==> config.mk <==
export PLATFORM = sky130hd
export DESIGN_NAME = sewd_cell
export DESIGN_NICKNAME = d
export VERILOG_FILES = /design/src/design/sewd_pkg.sv /design/src/design/sewd_cell.sv
export SDC_FILE = /design/constraint.sdc
export NUM_CORES = 1
export LEC_CHECK = 0
export BUFFER_PORTS_ARGS = -buffer_cell sky130_fd_sc_hd__buf_2
export CORE_AREA = 2 2 148 150
export CTS_CLUSTER_SIZE = 30
export DETAILED_ROUTE_END_ITERATION = 12
export DIE_AREA = 0 0 150 152
export GPL_ROUTABILITY_DRIVEN = 0
export GPL_TIMING_DRIVEN = 0
export PLACE_DENSITY_LB_ADDON = 0.1
export SYNTH_ARGS = -nofsm -noshare
export SYNTH_HDL_FRONTEND = slang
export SYNTH_SLANG_ARGS = --single-unit
==> constraint.sdc <==
create_clock -name clk -period 14.81 [get_ports clk]
set_input_delay 2.962 -clock clk [delete_from_list [all_inputs] [get_ports clk]]
set_output_delay 2.962 -clock clk [all_outputs]
set_load 0.03 [all_outputs]
==> src/design/sewd_pkg.sv <==
// ----------------------------------------------------------------------------
// sewd_pkg
// Shared types, codes and word compare functions of the word dictionary.
// ----------------------------------------------------------------------------
package sewd_pkg;

  localparam int CAPACITY_DEF = 64;
  localparam int MAX_LEN_DEF  = 10;
  localparam int WORD_BYTES   = 10;

  typedef enum logic [2:0] {
    CMD_ADD         = 3'd0,
    CMD_SEARCH      = 3'd1,
    CMD_REPLACE     = 3'd2,
    CMD_SWAP        = 3'd3,
    CMD_MAX_REPLACE = 3'd4,
    CMD_MAX_SWAP    = 3'd5
  } cmd_t;

  typedef enum logic [3:0] {
    ST_ADDED      = 4'd0,
    ST_DUPLICATE  = 4'd1,
    ST_FULL       = 4'd2,
    ST_BAD_LENGTH = 4'd3,
    ST_FOUND      = 4'd4,
    ST_NOT_FOUND  = 4'd5,
    ST_MATCH      = 4'd6,
    ST_NO_MATCH   = 4'd7,
    ST_COUNT      = 4'd8
  } status_t;

  typedef enum logic [2:0] {
    S_IDLE,
    S_SCAN,
    S_COUNT,
    S_MAX,
    S_DONE
  } state_t;

  typedef enum logic [1:0] {
    CELL_HOLD,
    CELL_ROTATE,
    CELL_INSERT,
    CELL_CLEAR
  } cell_op_t;

  typedef struct packed {
    logic [3:0]  len;
    logic [63:0] head;
    logic [15:0] tail;
  } word_t;

  typedef struct packed {
    cell_op_t op;
    logic     swap_mode;
    logic     count_en;
  } cell_ctrl_t;

  function automatic logic [7:0] byte_of(word_t w, int i);
    logic [79:0] bits;
    bits = {w.head, w.tail};
    return bits[79 - 8 * i -: 8];
  endfunction

  // at most one byte position differs
  function automatic logic near_replace(word_t a, word_t b);
    logic [3:0] n;
    n = '0;
    for (int i = 0; i < WORD_BYTES; i++) begin
      if (byte_of(a, i) != byte_of(b, i)) n = n + 4'd1;
    end
    return n <= 4'd1;
  endfunction

  // exactly one adjacent swap of k gives t
  function automatic logic near_swap(word_t k, word_t t);
    logic [WORD_BYTES-1:0] eq;
    logic [WORD_BYTES-2:0] same;
    logic [3:0]            n;
    for (int i = 0; i < WORD_BYTES; i++) eq[i] = byte_of(k, i) == byte_of(t, i);
    n = '0;
    for (int j = 0; j < WORD_BYTES - 1; j++) begin
      same[j] = (4'(j + 1) < k.len) && (byte_of(k, j + 1) == byte_of(t, j)) &&
                (byte_of(k, j) == byte_of(t, j + 1));
      for (int i = 0; i < WORD_BYTES; i++) begin
        if (i != j && i != j + 1) same[j] = same[j] & eq[i];
      end
      if (same[j]) n = n + 4'd1;
    end
    return n == 4'd1;
  endfunction

  function automatic logic word_hit(logic swap_mode, word_t a, word_t b);
    return (a.len == b.len) && (swap_mode ? near_swap(a, b) : near_replace(a, b));
  endfunction

endpackage

==> src/design/sewd_cell.sv <==
// ----------------------------------------------------------------------------
// sewd_cell
// One slot of the word ring: holds a word and its neighbor count.
// ----------------------------------------------------------------------------
module sewd_cell #(
  parameter int CAPACITY = 64,
  parameter int INDEX    = 0,
  localparam int IDX_W   = $clog2(CAPACITY),
  localparam int CNT_W   = $clog2(CAPACITY + 1)
) (
  input  logic               clk,
  input  sewd_pkg::cell_ctrl_t ctrl,
  input  logic [IDX_W-1:0]   step,
  input  logic [CNT_W-1:0]   count,
  input  sewd_pkg::word_t    key,
  input  sewd_pkg::word_t    up,
  input  logic [CNT_W-1:0]   up_cnt,
  input  sewd_pkg::word_t    down,
  input  logic               down_gt,
  output sewd_pkg::word_t    word,
  output logic [CNT_W-1:0]   cnt,
  output logic [CNT_W-1:0]   cnt_pass,
  output logic               gt
);
  import sewd_pkg::*;

  logic [IDX_W:0] pos_sum;
  logic [IDX_W:0] pos;
  logic           own_valid;
  logic           at_end;
  logic           inc;

  always_comb begin
    pos_sum   = (IDX_W + 1)'(INDEX) + {1'b0, step};
    pos       = (pos_sum >= (IDX_W + 1)'(CAPACITY)) ? pos_sum - (IDX_W + 1)'(CAPACITY)
                                                    : pos_sum;
    own_valid = pos < (IDX_W + 1)'(count);
    at_end    = (IDX_W + 1)'(INDEX) == (IDX_W + 1)'(count);
    gt        = own_valid && ({word.head, word.tail, word.len} > {key.head, key.tail, key.len});
    inc       = ctrl.count_en && own_valid && word_hit(ctrl.swap_mode, word, key);
    cnt_pass  = cnt + CNT_W'(inc);
  end

  always_ff @(posedge clk) begin
    case (ctrl.op)
      CELL_ROTATE: begin
        word <= up;
        cnt  <= up_cnt;
      end
      CELL_INSERT: begin
        if (down_gt) begin
          word <= down;
        end else if (gt || at_end) begin
          word <= key;
        end
      end
      CELL_CLEAR: cnt <= '0;
      default: ;
    endcase
  end

endmodule

==> flow_metrics.tcl, run 1 <==
set metrics [dict create \
    first_iter_violations 581 \
    cp.arrival_ps 11150 \
    fp.dieArea_um2 22800 \
    via_count_of_the_first_global_routing_pass 9626 \
    clockRootBuffer "clkbuf_16" \
    timing.max_cap.violations 0 \
    wire_length_of_the_first_global_routing_pass_um 51200 \
    drive_above_1_share_pct 28.1 \
    worst_setup_path_start_kind "primary input" \
    critical_path.top_delay_family "simple AND/OR/NAND/NOR gates" \
    fin_setup_tns_ps 0 \
    synthToLayoutAreaGrowth_pct 24.8 \
    setup_slack_ps 703 \
    finalWirelength_um 33300 \
    min_delay_path_depth 7 \
    critical_path_buf_inv_count 6 \
    detail_route.drc_violations 0 \
    finalMaxSlewViolations 0 \
    finClkSkew_ps 11.2 \
    timing.critical_path.slowest_cell_delay_ps 420 \
    overflow 0 \
    crit_top_cell "ha_1" \
    post_drt_wl_per_cell_um 18.4 \
    synthesis.area_per_instance_um2 9.02 \
    timing.hold.worst_endpoint "word[18]" \
    result_of_the_run "completed" \
    tritoncts.num_buffers 9 \
    synthesis.yosys.warnings 0 \
    route.vias.total 9942 \
    ys_types 72 \
    boundaryPins 377 \
    crit-reg2reg-launch "word[65]" \
    placeableCoreArea_um2 21400 \
    post_synth_inst_count 1137 \
    netlist.area_leader.share_pct 26.6 \
    crit_required_ps 11850 \
    final_period_minus_worst_setup_slack_ps 14110 \
    post-synth-top-count-cell "xor2_1" \
    synth_fp_nets 1526 \
    critical_path.slowest_cell "nor4_2" \
    clock_path_buffers 2 \
    power_per_cell_area_nw_per_um2 75.5 \
    synth-edff-count 91 \
    crit_path_max_fanout 5 \
    postSynth.topFlopCell "edfxtp_1" \
    grt_util_all_layers_pct 28.5 \
    dieWidth_um 150 \
    synth_common_cells "132 x xor2_1, 113 x nor2_1, 111 x ha_1" \
    peakVddDrop_uv 51.4 \
    p_leak_nw 6.31 \
    tightestPinTransition_ps 1070 \
    cts.sinks 91 \
    synth_area_leader_cell "edfxtp_1" \
    detail_placement_hpwl_um 26800 \
    drt.antenna.violating_nets 0 \
    hp-class "reg -> reg" \
    hold_path.startpoint "word[76]" \
    ff2ff_path_depth 13 \
    part_of_the_yosys_area_used_for_sequential_elements_pct 26.6 \
    unrepaired_setup_endpoints_after_global_routing "false" \
    floorplan.initialDensity_pct 48.0 \
    netlist_area_um2 10300 \
    regToRegEndpoint "word[73]" \
    instances_no_fill 1809 \
    cts_max_level 3 \
    vias_cell 5.50 \
    setup_viol 0 \
    chipHeight_um 152 \
    fmax_mhz 70.9 \
    hold_buffers 0 \
    drt_pre_antenna_iters 5 \
    yosys_register_bits 91 \
    fillerInstances 2013 \
    criticalPathCategory "in -> out" \
    clk_transition_reported_paths_ps 70 \
    finalCritPeriodShare_pct 95.3 \
    placedCellCount 1792 \
    dp_worst_setup_slack_ps 645 \
    final-hold-violation-count 0 \
    worstSkewPairLatency_ps 360 \
    cp-end-kind "output port" \
    clock_tree_from_tritoncts "done" \
    grt_max_degree 32 \
    async_reset_ff_share_pct 0 \
    worst_slew_margin_rel_pct 28.6 \
    final_net_count 1912 \
    number_of_antenna_violations_at_the_first_check_in_global_routing 1 \
    synth_area_leaders "edfxtp_1 27%, ha_1 14%, xor2_1 11%, mux2i_1 8.2%, a21oi_1 5.1%" \
    r2r_setup_slack_ps 10450 \
    fp-row-count 54 \
    port_buffers 373 \
]
-- kinds of logic (layout without fill, tap and decap cells) --
logic type	count (synthesis)	after routing	share of synthesized area, %
mux	88	88	8.64
simple gates	331	331	17.4
other cells	0	1	0
buf+inv	136	527	5.05
xor+xnor	181	181	16.8
fa+ha+maj	111	111	13.5
compound gates	199	199	11.8
flops	91	91	26.6
-- stage by stage --
stage                     power (mW)  hold WS, ps  util, %  area, um^2
after global placement         0.742         3250     58.4       12500
after floorplan                0.607         3000        -       10300
after CTS                      0.969         1950     59.9       12800
after global routing            1.02         2060     60.0       12800
after detailed placement       0.748         1940     58.7       12500
final                          0.967         1910     60.0       12800
-- timing repair --
item / CTS / global route
endpoints found under the setup margin: 0 / 1
buffers inserted: 0 / 0
gates resized for setup: 0 / 1
-- registers in the layout, summed over array words and instances (netlist names) --
name / count
cnt: 7
word: 84
-- per-layer routing --
| layer | wire [um] | track usage [%] | part of all wire (%) | up-vias |
|---|---|---|---|---|
| li1 | - | - | - | 4869 |
| met1 | 14700 | 38.7 | 44 | 4678 |
| met2 | 15900 | 48.4 | 48 | 359 |
| met3 | 2240 | 3.60 | 6.7 | 36 |
| met4 | 416 | 6.51 | 1.3 | 0 |
| met5 | 0 | 0 | 0 | - |
-- worst max path at each step --
stage	slack [ps]	endpoint	start	cells after the start
floorplan	1790	cnt_pass[6]	key[41]	42
global placement	680	cnt_pass[6]	key[41]	43
detailed placement	650	cnt_pass[6]	key[41]	43
CTS	610	cnt_pass[6]	key[41]	43
global route	110	cnt_pass[6]	key[41]	43
finish	700	cnt_pass[6]	key[41]	43
-- worst register-to-register path: stages (launching register included) --
cell	delay, ps
edfxtp_1	490
ha_1	340
a21o_1	170
a21o_1	160
a21o_1	160
a21o_1	170
a21o_1	170
a21o_1	170
a21o_1	170
a221oi_1	530
o211ai_1	200
o21ai_0	650
a21oi_4	400
buf_12	300
-- cell usage in the layout, fill, tap and decap left out, drive strengths merged, types with 3 or more instances in the layout --
master and n:
buf 387, xor2 134, nor2 116, ha 111, inv 105, a21oi 104
edfxtp 91, mux2i 84, nor4 53, a21o 41, xnor2 41, nand4 39
nand2 34, clkbuf 30, nor2b 19, o21ai 18, nor3 18, nand3 16
nand2b 9, or2 7, o211ai 5, mux2 4, a31o 4, xnor3 4
or3 4, and3 4, nor4b 4, clkinv 3
-- layout make-up --
type                    count  area (um^2)  share of cell area (%)
multi-input cells         910         7020                    54.8
flip-flops and latches     91         2730                    21.3
repair buffers            375         1910                    14.9
inverters                 104          390                    3.05
well taps                 280          350                    2.74
clock buffers              10          229                    1.79
plain buffers              32          128                   0.997
clock inverters             6         41.3                   0.323
diodes                      1         2.50                  0.0195
-- report_power, final --
group	internal, mW	switching, mW
clock network	0.114	0.108
registers	0.320	0.0448
logic	0.155	0.225
Power figures use the tool's default switching activity.
==> run 2: changes to the inputs <==
--- a/config.mk
+++ b/config.mk
@@ -6,12 +6,14 @@
 export NUM_CORES = 1
 export LEC_CHECK = 0
 export BUFFER_PORTS_ARGS = -buffer_cell sky130_fd_sc_hd__buf_2
+export CAP_MARGIN = 20
 export CORE_AREA = 2 2 148 150
 export CTS_CLUSTER_SIZE = 30
 export DETAILED_ROUTE_END_ITERATION = 12
 export DIE_AREA = 0 0 150 152
 export GPL_ROUTABILITY_DRIVEN = 0
 export GPL_TIMING_DRIVEN = 0
+export MAX_ROUTING_LAYER = met4
 export PLACE_DENSITY_LB_ADDON = 0.1
 export SYNTH_ARGS = -nofsm -noshare
 export SYNTH_HDL_FRONTEND = slang
==> flow_metrics.tcl, run 2 (synthesis results as in run 1) <==
set metrics [dict create \
    cts.sinks 91 \
    hp-class "reg -> reg" \
    worst_slew_margin_rel_pct 27.6 \
    final_net_count 1912 \
    overflow 0 \
    crit_required_ps 11850 \
    finalWirelength_um 33300 \
    unrepaired_setup_endpoints_after_global_routing "false" \
    synthToLayoutAreaGrowth_pct 24.8 \
    p_leak_nw 6.31 \
    criticalPathCategory "in -> out" \
    clock_tree_from_tritoncts "done" \
    timing.max_cap.violations 0 \
    grt_max_degree 32 \
    number_of_antenna_violations_at_the_first_check_in_global_routing 1 \
    grt_util_all_layers_pct 29.4 \
    first_iter_violations 539 \
    chipHeight_um 152 \
    fp-row-count 54 \
    drt.antenna.violating_nets 0 \
    setup_viol 0 \
    timing.critical_path.slowest_cell_delay_ps 420 \
    finalMaxSlewViolations 0 \
    mostFrequentLayoutCell "buf_2" \
    finClkSkew_ps 12.1 \
    drive_above_1_share_pct 28.1 \
    clockRootBuffer "clkbuf_16" \
    tritoncts.num_buffers 9 \
    detail_route.drc_violations 0 \
    setup_slack_ps 718 \
    dp_worst_setup_slack_ps 645 \
    port_buffers 373 \
    tightestPinTransition_ps 1090 \
    result_of_the_run "completed" \
    fillerInstances 2011 \
    crit_top_cell "ha_1" \
    dieWidth_um 150 \
    layout_common_cells "373 x buf_2, 132 x xor2_1, 113 x nor2_1, 111 x ha_1, 104 x inv_1" \
    clock_path_buffers 2 \
    drt_pre_antenna_iters 7 \
    cts_max_level 3 \
    utilization_pct 60.0 \
    hold_buffers 0 \
    critical_path.slowest_cell "nor4_2" \
    final-hold-violation-count 0 \
    wire_length_of_the_first_global_routing_pass_um 51200 \
    peakVddDrop_uv 51.1 \
    placeableCoreArea_um2 21400 \
    cp.arrival_ps 11130 \
    worst_setup_path_start_kind "primary input" \
    cp-end-kind "output port" \
    clk_transition_reported_paths_ps 70 \
    crit_path_max_fanout 5 \
    power_per_cell_area_nw_per_um2 75.6 \
    fmax_mhz 71.0 \
    largest_regs "word (84), cnt (7)" \
    worstSkewPairLatency_ps 360 \
    fin_setup_tns_ps 0 \
    largest_register_ffs 84 \
    post_drt_wl_per_cell_um 18.4 \
    route.vias.total 9986 \
    detail_placement_hpwl_um 26800 \
    vias_cell 5.52 \
    via_count_of_the_first_global_routing_pass 9609 \
    boundaryPins 377 \
    floorplan.initialDensity_pct 48.0 \
    finalCritPeriodShare_pct 95.2 \
    final_period_minus_worst_setup_slack_ps 14090 \
    fp.dieArea_um2 22800 \
    regMostFlops "word" \
]
==> run 2: cell counts in the layout (fill, tap and decap cells not counted) <==
Identical to the previous run, type by type.
==> run 2: power breakdown <==
part / internal [mW] / switching [mW]
Clock: 0.114 / 0.109
Sequential: 0.320 / 0.0448
Combinational: 0.155 / 0.225
Total: 0.589 / 0.379
==> run 2: worst max-delay path: cells and delay by family <==
family	cells	cell delay (ps)
buffers and inverters	6	730
XOR/XNOR	4	620
AND/OR/NAND/NOR	18	3200
adder cells (fa/ha/maj)	10	2670
multiplexers	1	280
AO/OA/AOI/OAI	4	670
==> run 2: what timing repair did <==
item,CTS,global route
gates resized for setup,0,1
setup endpoints to repair,0,1
buffers inserted,0,0
==> run 2: routing by layer <==
metal / global-route usage, % / part of all wire (%)
met5: - / 0
met4: 6.51 / 1.3
met3: 3.06 / 6.5
met2: 48.4 / 48
met1: 39.1 / 44
==> run 2: final cells by class <==
type | count | area (um^2) | area share (%)
Timing Repair Buffer | 375 | 1910 | 14.9
Multi-Input combinational cell | 910 | 7020 | 54.8
Clock inverter | 6 | 41.3 | 0.323
Clock buffer | 10 | 229 | 1.79
Tap cell | 280 | 350 | 2.74
Inverter | 104 | 390 | 3.05
Antenna cell | 1 | 2.50 | 0.0195
Buffer | 32 | 128 | 0.997
Sequential cell | 91 | 2730 | 21.3
==> run 2: per-stage QoR <==
stage                     std cells  power (mW)  hold slack [ps]  instance area (um^2)
after floorplan                1137       0.607             3000                 10300
after global placement         1790       0.742             3250                 12500
after detailed placement       1792       0.748             1940                 12500
after CTS                      1808       0.969             1950                 12800
after global routing           1809        1.02             2060                 12800
final                          1809       0.968             1900                 12800
==> run 2: worst paths after layout <==
check / from / to / slack [ps] / cells past startpoint
min reg2reg: word[76] / word[18] / 1900 / 7
max reg2reg: word[65] / word[73] / 10420 / 13
min: word[76] / word[18] / 1900 / 7
max: key[41] / cnt_pass[6] / 720 / 43
==> run 3: changes to the inputs <==
--- a/config.mk
+++ b/config.mk
@@ -5,7 +5,7 @@
 export SDC_FILE = /design/constraint.sdc
 export NUM_CORES = 1
 export LEC_CHECK = 0
-export BUFFER_PORTS_ARGS = -buffer_cell sky130_fd_sc_hd__buf_2
+export BUFFER_PORTS_ARGS = -buffer_cell sky130_fd_sc_hd__clkbuf_2
 export CAP_MARGIN = 20
 export CORE_AREA = 2 2 148 150
 export CTS_CLUSTER_SIZE = 30
==> flow_metrics.tcl, run 3 (synthesis results as in run 1) <==
set metrics [dict create \
    utilization_pct 60.0 \
    finClkSkew_ps 9.40 \
    fp-row-count 54 \
    fmax_mhz 70.6 \
    drt_pre_antenna_iters 5 \
    fp.dieArea_um2 22800 \
    mostFrequentLayoutCell "clkbuf_2" \
    final-hold-violation-count 0 \
    placedInstanceArea_um2 12500 \
    crit_top_cell "ha_1" \
    dieWidth_um 150 \
    overflow 0 \
    cts.sinks 91 \
    setup_slack_ps 650 \
    synthToLayoutAreaGrowth_pct 24.8 \
    final_period_minus_worst_setup_slack_ps 14160 \
    clockRootBuffer "clkbuf_16" \
    first_iter_violations 638 \
    regMostFlops "word" \
    boundaryPins 377 \
    timing.critical_path.slowest_cell_delay_ps 420 \
    dp_worst_setup_slack_ps 634 \
    tightestPinTransition_ps 1030 \
    clk_transition_reported_paths_ps 70 \
    wire_length_of_the_first_global_routing_pass_um 50400 \
    drt.antenna.violating_nets 0 \
    power_per_cell_area_nw_per_um2 75.6 \
    final_net_count 1912 \
    detail_route.drc_violations 0 \
    number_of_antenna_violations_at_the_first_check_in_global_routing 1 \
    peakVddDrop_uv 53.5 \
    setup_viol 0 \
    post-route-cell-area_um2 12800 \
    critical_path.slowest_cell "or2_2" \
    grt_max_degree 32 \
    unrepaired_setup_endpoints_after_global_routing "false" \
    grt_util_all_layers_pct 29.1 \
    p_leak_nw 6.39 \
    cp-end-kind "output port" \
    worstSkewPairLatency_ps 360 \
    cts_setup_buffers 0 \
    tritoncts.num_buffers 9 \
    drive_above_1_share_pct 28.1 \
    crit_path_max_fanout 5 \
    holdWs_ps 1940 \
    via_count_of_the_first_global_routing_pass 9425 \
    result_of_the_run "completed" \
    route.vias.total 9936 \
    port_buffers 373 \
    placeableCoreArea_um2 21400 \
    post_drt_wl_per_cell_um 18.3 \
    clock_tree_from_tritoncts "done" \
    worst_slew_margin_rel_pct 31.1 \
    cts_max_level 3 \
    clock_path_buffers 2 \
    vias_cell 5.49 \
    layout_common_cells "373 x clkbuf_2, 132 x xor2_1, 113 x nor2_1, 111 x ha_1, 104 x inv_1" \
    largest_regs "word (84), cnt (7)" \
    hp-class "reg -> reg" \
    chipHeight_um 152 \
    finalMaxSlewViolations 0 \
    criticalPathCategory "in -> out" \
    fin_setup_tns_ps 0 \
    crit_required_ps 11850 \
    floorplan.initialDensity_pct 48.0 \
    cp.arrival_ps 11200 \
    detail_placement_hpwl_um 26700 \
    finalCritPeriodShare_pct 95.6 \
    worst_setup_path_start_kind "primary input" \
    largest_register_ffs 84 \
    timing.max_cap.violations 0 \
    finalWirelength_um 33100 \
]
-- run 3: worst paths after layout --
path | cells after the start | start | to | slack [ps]
hold reg to reg | 7 | word[79] | word[42] | 1940
setup reg to reg | 13 | word[65] | word[68] | 10380
setup / recovery | 43 | key[41] | cnt_pass[6] | 650
hold / removal | 7 | word[79] | word[42] | 1940
-- run 3: power breakdown --
part | switching (mW) | total, mW | internal (mW)
clock network | 0.109 | 0.223 | 0.114
registers | 0.0456 | 0.365 | 0.320
logic | 0.225 | 0.380 | 0.154
total | 0.380 | 0.968 | 0.588
-- run 3: metal layers --
layer / routed length, um / track usage, % / vias up / part of all wire [%]
met3: 2000 / 3.87 / 26 / 6.0
met1: 14900 / 39.2 / 4703 / 45
met5: 0 / - / - / 0
met4: 408 / 6.33 / 0 / 1.2
li1: - / - / 4868 / -
met2: 15800 / 46.9 / 339 / 48
-- run 3: worst max-delay path: cells and delay by family --
family / cells / cell delay, ps
AOI/OAI and AO/OA: 4 / 640
xor gates and xnor gates: 4 / 620
adders and majority gates: 10 / 2650
buffers and inverters: 6 / 760
muxes: 1 / 280
and+or+nand+nor: 18 / 3280
-- run 3: through the flow --
| step | cells | power, mW |
|---|---|---|
| floorplan | 1137 | 0.607 |
| global placement | 1790 | 0.742 |
| detailed placement | 1792 | 0.747 |
| CTS | 1808 | 0.971 |
| global route | 1809 | 1.02 |
| finish | 1809 | 0.968 |
-- run 3: cell type report --
cell class / count / area (um^2)
multi-input combinational: 910 / 7020
antenna: 1 / 2.50
clock inverter: 6 / 41.3
fill: 2027 / 8550
tap: 280 / 350
sequential: 91 / 2730
inverter: 104 / 390
timing repair buffer: 375 / 1910
clock buffer: 10 / 229
buffer: 32 / 128
-- run 3: repair_timing --
action | 4_1_cts | 5_1_grt
hold buffers | 0 | 0
setup endpoints to repair | 0 | 1
gates resized for setup | 0 | 1
